**src/hw/rtl/blas1_pkg.sv**
```systemverilog
package blas1_pkg;

  localparam int ElemBits = 32;
  localparam int FracBits = 16;
  localparam int NormBits = 48;
  localparam int AccBits  = 64;
  localparam int ProdBits = 2 * ElemBits;
  localparam int SumBits  = ProdBits + 2;

  typedef enum logic [2:0] {
    OP_SCALE = 3'd0,
    OP_AXPY  = 3'd1,
    OP_AXPBY = 3'd2,
    OP_MUL   = 3'd3,
    OP_RECIP = 3'd4,
    OP_L1    = 3'd5,
    OP_L2    = 3'd6,
    OP_MAX   = 3'd7
  } op_t;

  typedef enum logic [1:0] {
    REG_OPERATION = 2'd0,
    REG_ALPHA     = 2'd1,
    REG_BETA      = 2'd2,
    REG_EPSILON   = 2'd3
  } reg_idx_t;

  // Request from the sequencer to the shared shift-subtract unit.
  typedef struct packed {
    logic                start;
    logic                is_sqrt;
    logic [AccBits-1:0]  operand;
  } iter_req_t;

  typedef struct packed {
    logic                busy;
    logic                done;
    logic [AccBits-1:0]  result;
  } iter_rsp_t;

endpackage

```
**src/hw/rtl/blas1_iter.sv**
```systemverilog
module blas1_iter (
  input  logic                  clk,
  input  logic                  rst,
  input  blas1_pkg::iter_req_t  req,
  output blas1_pkg::iter_rsp_t  rsp
);
  import blas1_pkg::*;

  localparam int CntBits = 6;

  logic               busy;
  logic               done;
  logic               is_sqrt;
  logic [CntBits-1:0] cnt;
  logic [AccBits-1:0] rem;
  logic [AccBits-1:0] quo;
  logic [AccBits-1:0] dvs;
  logic [AccBits-1:0] num;
  logic [AccBits:0]   trial;
  logic [AccBits-1:0] cand;
  logic [AccBits-1:0] rem_sh;

  // Restoring division of 2^(2F) by dvs, or a digit-pair square root of num.
  always_comb begin
    if (is_sqrt) begin
      rem_sh = {rem[AccBits-3:0], num[AccBits-1 -: 2]};
      cand   = {quo[AccBits-3:0], 2'b01};
    end else begin
      rem_sh = {rem[AccBits-2:0], num[AccBits-1]};
      cand   = dvs;
    end
    trial = {1'b0, rem_sh} - {1'b0, cand};
  end

  always_ff @(posedge clk) begin
    if (rst) begin
      busy <= 1'b0;
      done <= 1'b0;
      cnt  <= '0;
    end else begin
      done <= 1'b0;
      if (req.start) begin
        busy    <= 1'b1;
        is_sqrt <= req.is_sqrt;
        rem     <= '0;
        quo     <= '0;
        if (req.is_sqrt) begin
          num <= req.operand;
          dvs <= '0;
          cnt <= CntBits'(AccBits / 2 - 1);
        end else begin
          // The dividend bits enter from the top: a one followed by 2F zeros.
          num <= AccBits'(1) << (AccBits - 1);
          dvs <= req.operand;
          cnt <= CntBits'(2 * FracBits);
        end
      end else if (busy) begin
        num <= is_sqrt ? {num[AccBits-3:0], 2'b00} : {num[AccBits-2:0], 1'b0};
        if (!trial[AccBits]) begin
          rem <= trial[AccBits-1:0];
          quo <= {quo[AccBits-2:0], 1'b1};
        end else begin
          rem <= rem_sh;
          quo <= {quo[AccBits-2:0], 1'b0};
        end
        if (cnt == '0) begin
          busy <= 1'b0;
          done <= 1'b1;
        end else begin
          cnt <= cnt - 1'b1;
        end
      end
    end
  end

  assign rsp.busy   = busy;
  assign rsp.done   = done;
  assign rsp.result = quo;
endmodule

```
**config.mk**
```make
export PLATFORM = sky130hd
export DESIGN_NAME = blas1_iter
export DESIGN_NICKNAME = d
export VERILOG_FILES = /design/src/hw/rtl/blas1_pkg.sv /design/src/hw/rtl/blas1_iter.sv
export SDC_FILE = /design/constraint.sdc
export NUM_CORES = 1
export LEC_CHECK = 0
export ABC_AREA = 1
export BUFFER_PORTS_ARGS = -buffer_cell sky130_fd_sc_hd__buf_4
export CAP_MARGIN = 40
export CORE_MARGIN = 1
export CORE_UTILIZATION = 55
export DETAILED_ROUTE_END_ITERATION = 10
export GPL_TIMING_DRIVEN = 0
export PLACE_DENSITY_LB_ADDON = 0.2
export SYNTH_ARGS = -nofsm -noshare
export SYNTH_HDL_FRONTEND = slang
export SYNTH_SLANG_ARGS = --single-unit
export TNS_END_PERCENT = 1
```
**constraint.sdc**
```tcl
create_clock -name clk -period 19.19 [get_ports clk]
set_input_delay 5.757 -clock clk [delete_from_list [all_inputs] [get_ports clk]]
set_output_delay 5.757 -clock clk [all_outputs]
set_load 0.005 [all_outputs]
```
After elaboration in Yosys (flattened, before gate mapping) --
Index checks and enable logic that the tools add are counted.
Storage, ports and cells: register bits 264, input bits 68, logic and storage cells 37, output and inout port bits 66
Cells by class: bitwise logic cells 2, equality and inequality tests 1, add/subtract/negate cells 2, mux-type cells 18, reductions and logical operators 6
Operator list (count):
- two-way mux 64 bit | 7
- two-way mux 63 bit | 2
- subtractor 64 x 64 -> 65 bit | 1
- two-way mux 6 bit | 4
- logical NOT 6 bit | 1
- AND reduction 2 bit | 3
- subtractor 6 x 1 -> 6 bit (second input constant) | 1
- two-way mux 1 bit | 5
- OR reduction 3 bit | 1
- != test 2 bit (second input constant) | 1
- inverter 1 bit | 2
- nonzero test 2 bit | 1

Depth between registers and ports, before layout --
depth in word-level cells 4, gate-level depth with buffers 23, mapped depth without buffers 20

Worst setup path before layout --
OpenSTA, ideal clock, no wires.
path kind input -> register, from in req[65] (netlist bit), to reg num[0], enable pin, path buffers 2, required time 18.384 ns, setup time 0.806 ns, cell stages on the path 4, setup slack 3.063 ns, arrival 15.321 ns, cell sequence clkbuf_1 inv_1 clkbuf_1 a21oi_1
Between the ends: cells in the longest elaborated chain, start to end 2
RTL lines:
- from (decl) | line blas1_iter.sv:4 | input blas1_pkg::iter_req_t req,
- nonzero test 2 bit (no source line)
- AND reduction 2 bit (no source line)
- to (signal assigned) | line blas1_iter.sv:48 | num <= req.operand;
- to (signal assigned) | line blas1_iter.sv:53 | num <= AccBits'(1) << (AccBits - 1);
- to (signal assigned) | line blas1_iter.sv:58 | num <= is_sqrt ? {num[AccBits-3:0], 2'b00} : {num[AccBits-2:0], 1'b0};
- to (decl) | line blas1_iter.sv:18 | logic [AccBits-1:0] num;
No other way between the ends. A chain may end at the register's enable or synchronous reset.

Worst setup path in the final report --
from in req[65] (netlist bit), to reg rem[14], enable pin
Between the ends: cells in the longest elaborated chain, start to end 2
RTL lines:
- nonzero test 2 bit (no source line)
- AND reduction 2 bit (no source line)
- to (signal assigned) | line blas1_iter.sv:60 | rem <= trial[AccBits-1:0];
- to (signal assigned) | line blas1_iter.sv:63 | rem <= rem_sh;
- to (decl) | line blas1_iter.sv:15 | logic [AccBits-1:0] rem;
No other way between the ends.

==> flow_summary_export.csv <==
group,metric,value,unit
status,outcome,"finished clean",
global_route,grt_overflow,0,
floorplanning,rows,66,
finish,fillers,2919,
synth,ys_types,41,
finish,ff_latch_area,0.00785,mm2
global_route,grt_max_degree,34,
synth,syn-num-nets,2764,
global_route,grt_pass1_wl,90100,um
global_route,grt_pass1_vias,16100,
synth,synthCells,2629,
floorplanning,coreArea,0.0328,mm2
finish,nets,2937,
finish,drive_gt1_frac,0.0825,
cts,clockBufferDepth,3,
flow_run,maxCapViolations,0,
synth,yosysTopAreaCellShare,0.416,
sta,finalCriticalPeriod,7980,ps
setup_path,cp-start-kind,"primary input",
sta,setup_viol,0,
sta,whs,496,ps
placement,io_buffers,131,
cts,cts.sinks,264,
sta,rsz0062_at_grt,"no",
cts,cts_tree,"done",
floorplanning,die_w,185,um
placement,hpwl,47500,um
setup_path,worst-endpoint-required,19440,ps
placement,pre_cts_ws,10690,ps
setup_path,end_kind,"flop",
route,drc,0,
floorplanning,ios,134,
placement,dpl.cell_count,3214,
synth,ys.flop_type,"edfxtp_1",
cts,htree_levels,1,
power_and_ir_drop,p_leak,0.0105,uW
cts,postCtsSetupBuffers,0,
sta,fin_crit_sh,0.416,
cts,clk_latency,560,ps
placement,place.gp.congestion,1.03,
power_and_ir_drop,ir_drop,0.0813,mV
synth,yosysMostFrequentCell,"nand2_1",
floorplanning,die_area,0.0343,mm2
cts,numCtsBuffers,28,
finish,synthToLayoutAreaGrowth,14.9,%
finish,fin_cells,3266,
synth,yosys.area.top_type,"edfxtp_1",
setup_path,worstPathArrival,8230,ps
sta,final.setup_skew,14.1,ps
sta,slew_headroom,0.405,
synth,ys_seq_area_frac,0.425,
synth,ys_ff_latch,264,
synth,postSynthAreaPerCell,7.02,um2
route,drt-wirelength-per-cell,18.1,um
synth,netlist_area,0.0185,mm2
floorplanning,initial_utilization,0.563,
floorplanning,fp.dieH,185,um
power_and_ir_drop,p_per_area,86.8,mW/mm2
sta,timing.fmax,0.125,GHz
cts,cts_resized,0,
synth,ys_async_sr_fraction,0,
route,ant_nets,0,
synth,yosys_warnings,0,
synth,synth_edf_count,256,
cts,clk_pin_slew,60,ps
route,routed_wirelength,59000,um
route,detail_route.vias_per_cell,5.38,
sta,worstMarginPinSlew,883,ps
global_route,grt_usage,0.350,
route,drt-pass1-iter-count,6,
sta,hold_viol,0,
sta,slew_violations,0,
synth,synth_common_cells,"nand2_1 (763), inv_1 (502), nor2_1 (456)",
cts,clockRootBuffer,"clkbuf_16",
sta,fin_ws,11210,ps
route,drt-initial-drc-count,2046,
synth,synthTopCellsByArea,"edfxtp_1 (42%), nand2_1 (16%), inv_1 (10%)",
setup_path,critPathKind,"primary input to flop",
global_route,antenna_found_initial,1,
route,vias,17600,
finish,insertedDiodeCount,0,
power_and_ir_drop,report.power.total,1840,uW
setup_path,worstPathMaxFanout,25,
min_path,hp-class,"flop to flop",
cts,hold_buffers,0,
finish,multi_input_area,0.00830,mm2
## layout by cell type, fill, tap and decap left out, types with 4 or more instances in the layout
cell type,Yosys,final
nand2_1,763,763
inv_1,502,502
nor2_1,456,455
edfxtp_1,256,256
o21ai_0,165,165
buf_4,3,134
clkbuf_1,69,75
nand3_1,71,71
ha_1,66,66
o32ai_1,61,61
a21oi_1,61,60
clkbuf_16,0,29
xor2_1,24,24
o21ai_1,18,18
nand4_1,15,15
nor3_1,11,11
xnor2_1,9,9
buf_1,8,8
nand2_2,8,8
dfxtp_1,8,8
inv_2,7,7
buf_16,0,7
buf_2,6,6
nor2_2,6,6
clkinv_1,1,5
buf_6,4,5
o21bai_1,5,5
clkinv_2,0,5
buf_12,0,4
## power breakdown
part           total [uW]  switching [uW]  internal (uW)
Sequential            714            22.3            692
Clock                 538             227            310
Combinational         588             398            190
## state kept, by name, indices dropped and copies added (netlist names)
signal   cells
num         64
quo         64
is_sqrt      1
busy         1
rem         63
cnt          6
done         1
dvs         64
## layer usage
layer | track usage | routed length (um) | share of wire
met1 | 0.514 | 26100 | 0.44
met2 | 0.546 | 26100 | 0.44
met3 | 0.0460 | 5560 | 0.094
met4 | 0.0830 | 1240 | 0.021
met5 | 0 | 13 | 0.00022
## cell type report
class,count,area share
Multi-Input combinational cell,1763,0.391
Sequential cell,264,0.370
Inverter,510,0.0903
Timing Repair Buffer,143,0.0598
Clock buffer,37,0.0366
Tap cell,442,0.0261
Buffer,92,0.0196
Clock inverter,15,0.00620
## path summary, 6_finish.rpt
path                       startpoint                    end  slack [ps]  depth (start not counted)
setup / recovery              req[65]  rem[14]$_SDFFCE_PP0P_       11210                          9
setup reg to reg    is_sqrt$_DFFE_PP_  rem[46]$_SDFFCE_PP0P_       13770                         20
hold / removal    cnt[5]$_SDFFE_PP0P_    cnt[5]$_SDFFE_PP0P_         500                          2
hold reg to reg   cnt[5]$_SDFFE_PP0P_    cnt[5]$_SDFFE_PP0P_         500                          2
## logic make-up after synthesis
logic type,Yosys count,synth area share
AO/OA/AOI/OAI,320,0.101
flip-flops,264,0.425
buffers and inverters,602,0.126
XOR/XNOR,33,0.0157
adder cells (fa/ha/maj),67,0.0458
AND/OR/NAND/NOR,1343,0.286
## metrics by stage
step / instance area (um2) / utilization / setup TNS [ps]
floorplan: 18500 / - / 0
detailed placement: 20300 / 0.619 / 0
global placement: 20000 / 0.610 / -250950
finish: 21200 / 0.647 / 0
global route: 21200 / 0.647 / 0
CTS: 21200 / 0.647 / 0
## critical path, cell delays in order
cell and delay (ps):
clkbuf_1 340, inv_1 210, clkbuf_1 370, a21oi_4 570
buf_16 230, buf_16 180, buf_16 180, buf_16 170
buf_16 190
Power figures use the tool's default switching activity.
